$ cat src/sv/wgs_pkg.sv
`default_nettype none

package wgs_pkg;

  // vector components per state vector
  localparam int NUM_AXES = 3;
  localparam logic [1:0] LAST_IDX = 2'd2;

  // configuration register indexes
  localparam logic [2:0] CFG_TARGET_X   = 3'd0;
  localparam logic [2:0] CFG_TARGET_Y   = 3'd1;
  localparam logic [2:0] CFG_TARGET_Z   = 3'd2;
  localparam logic [2:0] CFG_MAX_ACCEL  = 3'd3;
  localparam logic [2:0] CFG_ARRIVE_RAD = 3'd4;

  // reset values of the configuration registers
  localparam logic [31:0] RST_TARGET_X   = 32'sd655360;
  localparam logic [31:0] RST_TARGET_Y   = -32'sd6553600;
  localparam logic [31:0] RST_TARGET_Z   = 32'sd6553600;
  localparam logic [30:0] RST_MAX_ACCEL  = 31'd655360;
  localparam logic [30:0] RST_ARRIVE_RAD = 31'd131072;

  localparam logic signed [33:0] SAT_MAX = 34'sh0_7FFF_FFFF;
  localparam logic signed [33:0] SAT_MIN = 34'sh3_8000_0000;

  // datapath operations, one per controller cycle
  typedef enum logic [4:0] {
    OP_NONE,
    OP_LOAD,
    OP_DEN,
    OP_DEN_SET,
    OP_BRK_GO,
    OP_BRK_SET,
    OP_SQ,
    OP_ACC,
    OP_SAVE,
    OP_REP_CMP,
    OP_DIFF,
    OP_ARR,
    OP_ERR,
    OP_SQRT_GO,
    OP_SQRT_SET,
    OP_AC_MUL,
    OP_AC_GO,
    OP_AC_SET,
    OP_IV_MUL,
    OP_IV_UPD,
    OP_IP_MUL,
    OP_IP_UPD,
    OP_OUT
  } op_t;

  // operand of a squaring step
  typedef enum logic [2:0] {
    SRC_BRK,
    SRC_REP,
    SRC_TMP,
    SRC_VEL,
    SRC_AR
  } sq_src_t;

  typedef struct packed {
    op_t        op;
    logic [1:0] idx;
    sq_src_t    src;
  } dp_cmd_t;

  typedef struct packed {
    logic div_done;
    logic sqrt_done;
    logic arrived;
    logic n_zero;
  } dp_stat_t;

  // magnitude of a two's complement word
  function automatic logic [31:0] mag32(input logic [31:0] v);
    mag32 = v[31] ? (32'd0 - v) : v;
  endfunction

  // apply sign to a magnitude, saturate to 32 bits
  function automatic logic [31:0] signed_from(input logic neg, input logic [63:0] m);
    if (neg) begin
      if (m >= 64'h0000_0000_8000_0000) signed_from = 32'h8000_0000;
      else signed_from = 32'd0 - m[31:0];
    end else begin
      if (m > 64'h0000_0000_7FFF_FFFF) signed_from = 32'h7FFF_FFFF;
      else signed_from = m[31:0];
    end
  endfunction

  // clamp a widened sum into 32 bits
  function automatic logic [31:0] sat34(input logic signed [33:0] v);
    if (v > SAT_MAX) sat34 = 32'h7FFF_FFFF;
    else if (v < SAT_MIN) sat34 = 32'h8000_0000;
    else sat34 = v[31:0];
  endfunction

endpackage

`default_nettype wire

$ cat src/sv/wgs_ctrl.sv
`default_nettype none

module wgs_ctrl (
  input  wire logic              clk,
  input  wire logic              rst_n,
  input  wire logic              in_valid,
  output logic                   in_stall,
  output logic                   out_valid,
  input  wire logic              out_stall,
  input  wire wgs_pkg::dp_stat_t stat,
  output wgs_pkg::dp_cmd_t       cmd
);

  typedef enum logic [5:0] {
    S_IDLE, S_DEN, S_DEN_SET,
    S_BRK_GO, S_BRK_WAIT, S_BRK_SET,
    S_NB_SQ, S_NB_ACC, S_NB_SAVE, S_NR_SQ, S_NR_ACC, S_REP_CMP,
    S_DF_SUB, S_DF_SQ, S_DF_ACC, S_DF_SAVE, S_NV_SQ, S_NV_ACC,
    S_AR_SQ, S_ARR, S_BR,
    S_ER_SUB, S_ER_SQ, S_ER_ACC, S_SQ_GO, S_SQ_WAIT, S_SQ_SET, S_NZ,
    S_AC_MUL, S_AC_GO, S_AC_WAIT, S_AC_SET,
    S_IV_MUL, S_IV_UPD, S_IP_MUL, S_IP_UPD, S_OUT
  } state_t;

  state_t     state_r, state_nxt;
  logic [1:0] idx_r, idx_nxt;
  logic       out_valid_r, out_valid_nxt;
  logic       last;

  assign last = (idx_r == wgs_pkg::LAST_IDX);

  always_comb begin
    state_nxt     = state_r;
    idx_nxt       = idx_r;
    out_valid_nxt = out_valid_r & out_stall;
    cmd.op        = wgs_pkg::OP_NONE;
    cmd.idx       = idx_r;
    cmd.src       = wgs_pkg::SRC_BRK;
    case (state_r)
      S_IDLE: begin
        if (in_valid) begin
          cmd.op    = wgs_pkg::OP_LOAD;
          state_nxt = S_DEN;
        end
      end
      S_DEN: begin
        cmd.op    = wgs_pkg::OP_DEN;
        state_nxt = S_DEN_SET;
      end
      S_DEN_SET: begin
        cmd.op    = wgs_pkg::OP_DEN_SET;
        idx_nxt   = 2'd0;
        state_nxt = S_BRK_GO;
      end
      // braking vector, one divide per axis
      S_BRK_GO: begin
        cmd.op    = wgs_pkg::OP_BRK_GO;
        state_nxt = S_BRK_WAIT;
      end
      S_BRK_WAIT: if (stat.div_done) state_nxt = S_BRK_SET;
      S_BRK_SET: begin
        cmd.op    = wgs_pkg::OP_BRK_SET;
        idx_nxt   = last ? 2'd0 : idx_r + 2'd1;
        state_nxt = last ? S_NB_SQ : S_BRK_GO;
      end
      // squared norms of braking and repulsion
      S_NB_SQ: begin
        cmd.op    = wgs_pkg::OP_SQ;
        cmd.src   = wgs_pkg::SRC_BRK;
        state_nxt = S_NB_ACC;
      end
      S_NB_ACC: begin
        cmd.op    = wgs_pkg::OP_ACC;
        idx_nxt   = last ? 2'd0 : idx_r + 2'd1;
        state_nxt = last ? S_NB_SAVE : S_NB_SQ;
      end
      S_NB_SAVE: begin
        cmd.op    = wgs_pkg::OP_SAVE;
        state_nxt = S_NR_SQ;
      end
      S_NR_SQ: begin
        cmd.op    = wgs_pkg::OP_SQ;
        cmd.src   = wgs_pkg::SRC_REP;
        state_nxt = S_NR_ACC;
      end
      S_NR_ACC: begin
        cmd.op    = wgs_pkg::OP_ACC;
        idx_nxt   = last ? 2'd0 : idx_r + 2'd1;
        state_nxt = last ? S_REP_CMP : S_NR_SQ;
      end
      S_REP_CMP: begin
        cmd.op    = wgs_pkg::OP_REP_CMP;
        state_nxt = S_DF_SUB;
      end
      // arrival test on distance and speed
      S_DF_SUB: begin
        cmd.op    = wgs_pkg::OP_DIFF;
        state_nxt = S_DF_SQ;
      end
      S_DF_SQ: begin
        cmd.op    = wgs_pkg::OP_SQ;
        cmd.src   = wgs_pkg::SRC_TMP;
        state_nxt = S_DF_ACC;
      end
      S_DF_ACC: begin
        cmd.op    = wgs_pkg::OP_ACC;
        idx_nxt   = last ? 2'd0 : idx_r + 2'd1;
        state_nxt = last ? S_DF_SAVE : S_DF_SUB;
      end
      S_DF_SAVE: begin
        cmd.op    = wgs_pkg::OP_SAVE;
        state_nxt = S_NV_SQ;
      end
      S_NV_SQ: begin
        cmd.op    = wgs_pkg::OP_SQ;
        cmd.src   = wgs_pkg::SRC_VEL;
        state_nxt = S_NV_ACC;
      end
      S_NV_ACC: begin
        cmd.op    = wgs_pkg::OP_ACC;
        idx_nxt   = last ? 2'd0 : idx_r + 2'd1;
        state_nxt = last ? S_AR_SQ : S_NV_SQ;
      end
      S_AR_SQ: begin
        cmd.op    = wgs_pkg::OP_SQ;
        cmd.src   = wgs_pkg::SRC_AR;
        state_nxt = S_ARR;
      end
      S_ARR: begin
        cmd.op    = wgs_pkg::OP_ARR;
        state_nxt = S_BR;
      end
      S_BR: state_nxt = stat.arrived ? S_IV_MUL : S_ER_SUB;
      // steering error and its length
      S_ER_SUB: begin
        cmd.op    = wgs_pkg::OP_ERR;
        state_nxt = S_ER_SQ;
      end
      S_ER_SQ: begin
        cmd.op    = wgs_pkg::OP_SQ;
        cmd.src   = wgs_pkg::SRC_TMP;
        state_nxt = S_ER_ACC;
      end
      S_ER_ACC: begin
        cmd.op    = wgs_pkg::OP_ACC;
        idx_nxt   = last ? 2'd0 : idx_r + 2'd1;
        state_nxt = last ? S_SQ_GO : S_ER_SUB;
      end
      S_SQ_GO: begin
        cmd.op    = wgs_pkg::OP_SQRT_GO;
        state_nxt = S_SQ_WAIT;
      end
      S_SQ_WAIT: if (stat.sqrt_done) state_nxt = S_SQ_SET;
      S_SQ_SET: begin
        cmd.op    = wgs_pkg::OP_SQRT_SET;
        state_nxt = S_NZ;
      end
      S_NZ: state_nxt = stat.n_zero ? S_IV_MUL : S_AC_MUL;
      // rescale error to max_accel
      S_AC_MUL: begin
        cmd.op    = wgs_pkg::OP_AC_MUL;
        state_nxt = S_AC_GO;
      end
      S_AC_GO: begin
        cmd.op    = wgs_pkg::OP_AC_GO;
        state_nxt = S_AC_WAIT;
      end
      S_AC_WAIT: if (stat.div_done) state_nxt = S_AC_SET;
      S_AC_SET: begin
        cmd.op    = wgs_pkg::OP_AC_SET;
        idx_nxt   = last ? 2'd0 : idx_r + 2'd1;
        state_nxt = last ? S_IV_MUL : S_AC_MUL;
      end
      // integrate velocity then position
      S_IV_MUL: begin
        cmd.op    = wgs_pkg::OP_IV_MUL;
        state_nxt = S_IV_UPD;
      end
      S_IV_UPD: begin
        cmd.op    = wgs_pkg::OP_IV_UPD;
        state_nxt = S_IP_MUL;
      end
      S_IP_MUL: begin
        cmd.op    = wgs_pkg::OP_IP_MUL;
        state_nxt = S_IP_UPD;
      end
      S_IP_UPD: begin
        cmd.op    = wgs_pkg::OP_IP_UPD;
        idx_nxt   = last ? 2'd0 : idx_r + 2'd1;
        state_nxt = last ? S_OUT : S_IV_MUL;
      end
      // hold until the output register is free
      S_OUT: begin
        if (!(out_valid_r && out_stall)) begin
          cmd.op        = wgs_pkg::OP_OUT;
          out_valid_nxt = 1'b1;
          state_nxt     = S_IDLE;
        end
      end
      default: state_nxt = S_IDLE;
    endcase
  end

  always_ff @(posedge clk) begin
    if (!rst_n) begin
      state_r     <= S_IDLE;
      idx_r       <= 2'd0;
      out_valid_r <= 1'b0;
    end else begin
      state_r     <= state_nxt;
      idx_r       <= idx_nxt;
      out_valid_r <= out_valid_nxt;
    end
  end

  assign in_stall  = (state_r != S_IDLE);
  assign out_valid = out_valid_r;

  a_accept_starts : assert property (@(posedge clk) disable iff (!rst_n)
    (in_valid && !in_stall) |=> (state_r == S_DEN))
    else $error("accepted beat did not start a step");

  a_idx_range : assert property (@(posedge clk) disable iff (!rst_n)
    idx_r <= wgs_pkg::LAST_IDX)
    else $error("axis index out of range");

  a_out_from_final : assert property (@(posedge clk) disable iff (!rst_n)
    $rose(out_valid_r) |-> ($past(state_r) == S_OUT))
    else $error("result beat raised outside the final state");

  a_out_hold : assert property (@(posedge clk) disable iff (!rst_n)
    (state_r == S_OUT && out_valid_r && out_stall) |=> (state_r == S_OUT))
    else $error("pending result beat overwritten");

endmodule

`default_nettype wire

$ cat config.mk
export PLATFORM = sky130hd
export DESIGN_NAME = wgs_ctrl
export DESIGN_NICKNAME = d
export VERILOG_FILES = /design/src/sv/wgs_pkg.sv /design/src/sv/wgs_ctrl.sv
export SDC_FILE = /design/constraint.sdc
export NUM_CORES = 1
export LEC_CHECK = 0
export ABC_AREA = 1
export BUFFER_PORTS_ARGS = -buffer_cell sky130_fd_sc_hd__buf_2
export CORE_UTILIZATION = 35
export CTS_CLUSTER_DIAMETER = 120
export DETAILED_ROUTE_END_ITERATION = 12
export PLACE_DENSITY = 0.56
export SYNTH_ARGS = -nofsm -noshare
export SYNTH_HDL_FRONTEND = slang
export SYNTH_SLANG_ARGS = --single-unit
$ cat constraint.sdc
create_clock -name clk -period 1.7 [get_ports clk]
set_input_delay 0.255 -clock clk [delete_from_list [all_inputs] [get_ports clk]]
set_output_delay 0.255 -clock clk [all_outputs]
set_load 0.01 [all_outputs]
Word level (Yosys, flattened, before mapping)
Index checks and enable logic that the tools add are counted.

storage, ports and cells
  latch bits = 0
  output and inout bits = 12
  memories = 0
  RAM bits = 0
  flip-flop bits (word level) = 9
  word-level logic and storage cells = 81
  memory bits (read-only) = 0
  input bits = 8

operators by class
  multiplexer cells = 24
  reduce and logical (&&, ||, !) cells = 10
  shifts and indexed selects = 0
  equal/unequal tests = 42
  add/subtract/negate cells = 1
  bitwise logic cells = 1
  div/mod/pow operators = 0
  magnitude comparators = 0
  multipliers = 0

operator list
  operator            number
  $pmux 6 s37         1
  $pmux 5 s22         1
  $eq 6x5->1 const B  16
  $eq 6x4->1 const B  8
  $mux 6              8
  $eq 6x6->1 const B  5
  $eq 6x3->1 const B  4
  $eq 6x2->1 const B  2
  $pmux 3 s4          1
  $ne 2x2->1 const B  5
  $mux 2              4
  $mux 4              2
  $reduce_or 8->1     1
  $eq 6x1->1 const B  1
  $logic_not 6->1     1
  $mux 3              2
  $reduce_bool 6->1   1
  $reduce_or 6->1     1
  $mux 5              1
  $reduce_and 5->1    1
  $reduce_or 5->1     1
  $pmux 2 s2          1
  $reduce_or 2->1     2
  $mux 1              3
  5 further kinds     5

Logic depth before layout (Yosys ltp)
  depth after elaboration = 3
  depth in mapped cells = 11
  mapped depth without buffers = 11

Least setup slack after synthesis
OpenSTA, ideal clock, no wires.

  path kind = reg2out
  start point = register state_r[3]
  end point = output cmd[7] in the netlist's numbering
  cell stages (with the launch flop) = 9
  data arrival time = 1.316 ns
  required time = 1.445 ns
  setup slack = 0.129 ns
  path buffers = 0
  path through = dfxtp_1 nand2_1 inv_1 nand3_1 nand2_1 nor2_1 nand2_1 nor3_1 nand4_1

RTL lines
  item                      RTL line         text
  start: declaration        wgs_ctrl.sv:25   state_t state_r, state_nxt;
  start signal: assignment  wgs_ctrl.sv:210  state_r <= state_nxt;
  end: declaration          wgs_ctrl.sv:11   output wgs_pkg::dp_cmd_t cmd

==> results_dict.tcl <==
set metrics [dict create \
    final_hold_viol_count 0 \
    chipWidth_um 60.12 \
    core_area_mm2 0.003128 \
    start_util_pct 37.80 \
    postLayoutCellArea_mm2 0.002271 \
    regArea_um2 200.2 \
    maxSlewViolCount 0 \
    netlist_instances 223 \
    cts_tree "yes" \
    drive_gt1_share_pct 55.56 \
    ctsHtreeMaxLevel 1 \
    cpMostUsedCell "nand3_1" \
    cap_violations 0 \
    nets 324 \
    cts_buffer_depth 2 \
    synth_seq_cells 9 \
    status "complete, but fails checks" \
    dr.pass1.iters 6 \
    ir_drop_mv 0.8755 \
    skew_ns 0.005377 \
    route.detailed.drc 0 \
    crit_path_cell_trace "buf_4 -> nor2_4 -> buf_12 -> nand3_2 -> nand3_1 -> nor3_2 -> nand3_1 -> buf_2" \
    port_buffers 19 \
    avgViaCountPerCell 6.045 \
    wirelength_um 6609 \
    grt_pass1_wl_um 7872 \
    critPathMaxStageDelay_ns 0.42 \
    clock_latency_ns 0.27 \
    die-area_mm2 0.003614 \
    cp.required_ns 1.44 \
    hold_ws_ns 0.2471 \
    antenna_cells 0 \
    fin_ws_ns -0.3179 \
    die_y_um 60.12 \
    finalSetupViolCount 12 \
    tightest_slew_ns 0.5984 \
    ctsHoldBuffers 0 \
    p_total_mw 1.772 \
    vias 2170 \
    slew_headroom_pct 59.60 \
    num_io_pins 20 \
    end_kind "output pin" \
    grt_overflow_total 0 \
    syn_area_mm2 0.001182 \
    multi_input_area_mm2 0.001202 \
    root_buffer "clkbuf_4" \
    r2r_setup_slack_ns -0.17 \
    final_common_cell "buf_4" \
    grt_pass1_vias 1686 \
    max_freq_ghz 0.4956 \
    grt_setup_unrepaired "true" \
    critPathKind "reg -> out" \
    rows 20 \
    syn_nets 231 \
    grt_max_degree 16 \
    synth.distinct_cells 23 \
    cp_max_fo 10 \
    hpwlAfterDp_um 3551 \
    ant_nets 0 \
    num-fill-cells 230 \
    ys_seq_area_share_pct 15.24 \
    arrival_ns 1.76 \
    numCtsBuffers 3 \
    clk_pin_slew_ns 0.07 \
    antenna_found_initial 0 \
    power_density_mw_per_mm2 780.2 \
    clock-sinks 9 \
    yosysWarnings 0 \
    placed_area_mm2 0.001608 \
    final_cell_mix "buf_4, nand2_1, nand3_1" \
    drt_iter0_drc 391 \
    post-route-period-util_pct 118.7 \
    hold_class "in -> reg" \
    cp-start-kind "flip-flop" \
    violations "setup timing" \
    p_leak_nw 1.230 \
    routedWlPerCell_um 18.41 \
    routabilityCongestion 0.9672 \
    period_minus_slack_ns 2.018 \
    cp_slowest_cell "dfxtp_4" \
    avgSynthCellArea_um2 5.302 \
    syn_to_final_growth_pct 92.06 \
    grt_usage_pct 29.83 \
]
[worst max-delay path, delay by kind of cell, from the launching register on]
family	cells	cell delay [ns]
flops	1	0.42
buf+inv	3	0.44
simple gates	5	0.62
[cell families (layout without fill, tap and decap cells)]
| kind of cell | after synthesis | in the layout | synth area share [%] |
|---|---|---|---|
| flip-flops | 9 | 9 | 15.24 |
| AO/OA/AOI/OAI | 19 | 19 | 8.889 |
| buffers and inverters | 28 | 118 | 10.16 |
| multiplexers | 1 | 1 | 0.8466 |
| AND/OR/NAND/NOR | 166 | 168 | 64.87 |
[through the flow]
| step | setup TNS, ns | util [%] | worst slack (ns) | instances |
|---|---|---|---|---|
| final | -1.899 | 72.60 | -0.3179 | 359 |
| after global routing | -3.231 | 72.60 | -0.3810 | 359 |
| after CTS | -0.8407 | 60.92 | -0.1937 | 342 |
| after detailed placement | -0.1290 | 51.40 | -0.08196 | 322 |
| after global placement | -0.1433 | 51.40 | -0.07124 | 322 |
| after floorplan | 0 | - | 0.1286 | 223 |
[flip-flops by register name (all words and copies together), names as in the netlist]
register   count
state_r        6
out_valid      1
idx_r          2
[power by group]
part / switching [mW] / leakage (nW) / internal [mW]
logic: 0.709 / 1.14 / 0.570
clock network: 0.0848 / 0.0177 / 0.0872
registers: 0.0761 / 0.0771 / 0.244
[per-layer routing]
metal / track usage, % / wire (µm) / vias to the layer above / share of wire (%)
li1: - / - / 928 / -
met1: 38.40 / 2392 / 968 / 36
met2: 46.15 / 2870 / 202 / 43
met3: 5.411 / 824 / 72 / 12
met4: 16.94 / 520 / 0 / 7.9
met5: 0 / 0 / - / 0
[cell usage after synthesis]
| library cell | n | area, µm² |
|---|---|---|
| a21oi_1 | 9 | 45.04 |
| dfxtp_1 | 9 | 180.2 |
| o311ai_0 | 1 | 8.760 |
| o2111ai_1 | 1 | 8.760 |
| nand3_2 | 3 | 30.03 |
| clkinv_1 | 1 | 3.750 |
| nand2_2 | 2 | 12.51 |
| buf_6 | 2 | 22.52 |
| nor4_1 | 2 | 12.51 |
| nand2_1 | 72 | 270.3 |
| nand3_1 | 39 | 195.2 |
| inv_1 | 22 | 82.58 |
| nand4_1 | 6 | 37.54 |
| nor3_1 | 3 | 15.01 |
| mux2i_1 | 1 | 10.01 |
| inv_2 | 3 | 11.26 |
| or2_1 | 1 | 6.260 |
| nor3b_1 | 2 | 15.01 |
| nor2_4 | 3 | 33.78 |
| nor2_1 | 27 | 101.4 |
| o21ai_0 | 6 | 30.03 |
| nor2_2 | 6 | 37.54 |
| a31oi_1 | 2 | 12.51 |
[timing repair]
item	CTS	global route
endpoints found under the setup margin	9	14
cloned	2	0
setup buffers	15	20
resized for setup	53	67
pin swaps	12	30
[layout make-up]
class	instances	share of cell area [%]
timing repair buffer	88	29.64
clock inverter	1	0.2204
sequential	9	8.815
multi-input combinational	188	52.95
tap	44	2.424
clock buffer	3	0.9917
inverter	26	4.959
[worst paths after layout]
check	end	startpoint	cells after the start
max	cmd[5]	state_r[2]$_SDFFE_PN0P_	8
min	out_valid$_SDFF_PN0_	out_stall	3
max reg2reg	state_r[1]$_SDFFE_PN0P_	state_r[1]$_SDFFE_PN0P_	13
min reg2reg	out_valid$_SDFF_PN0_	out_valid$_SDFF_PN0_	2
Power figures use the tool's default switching activity.
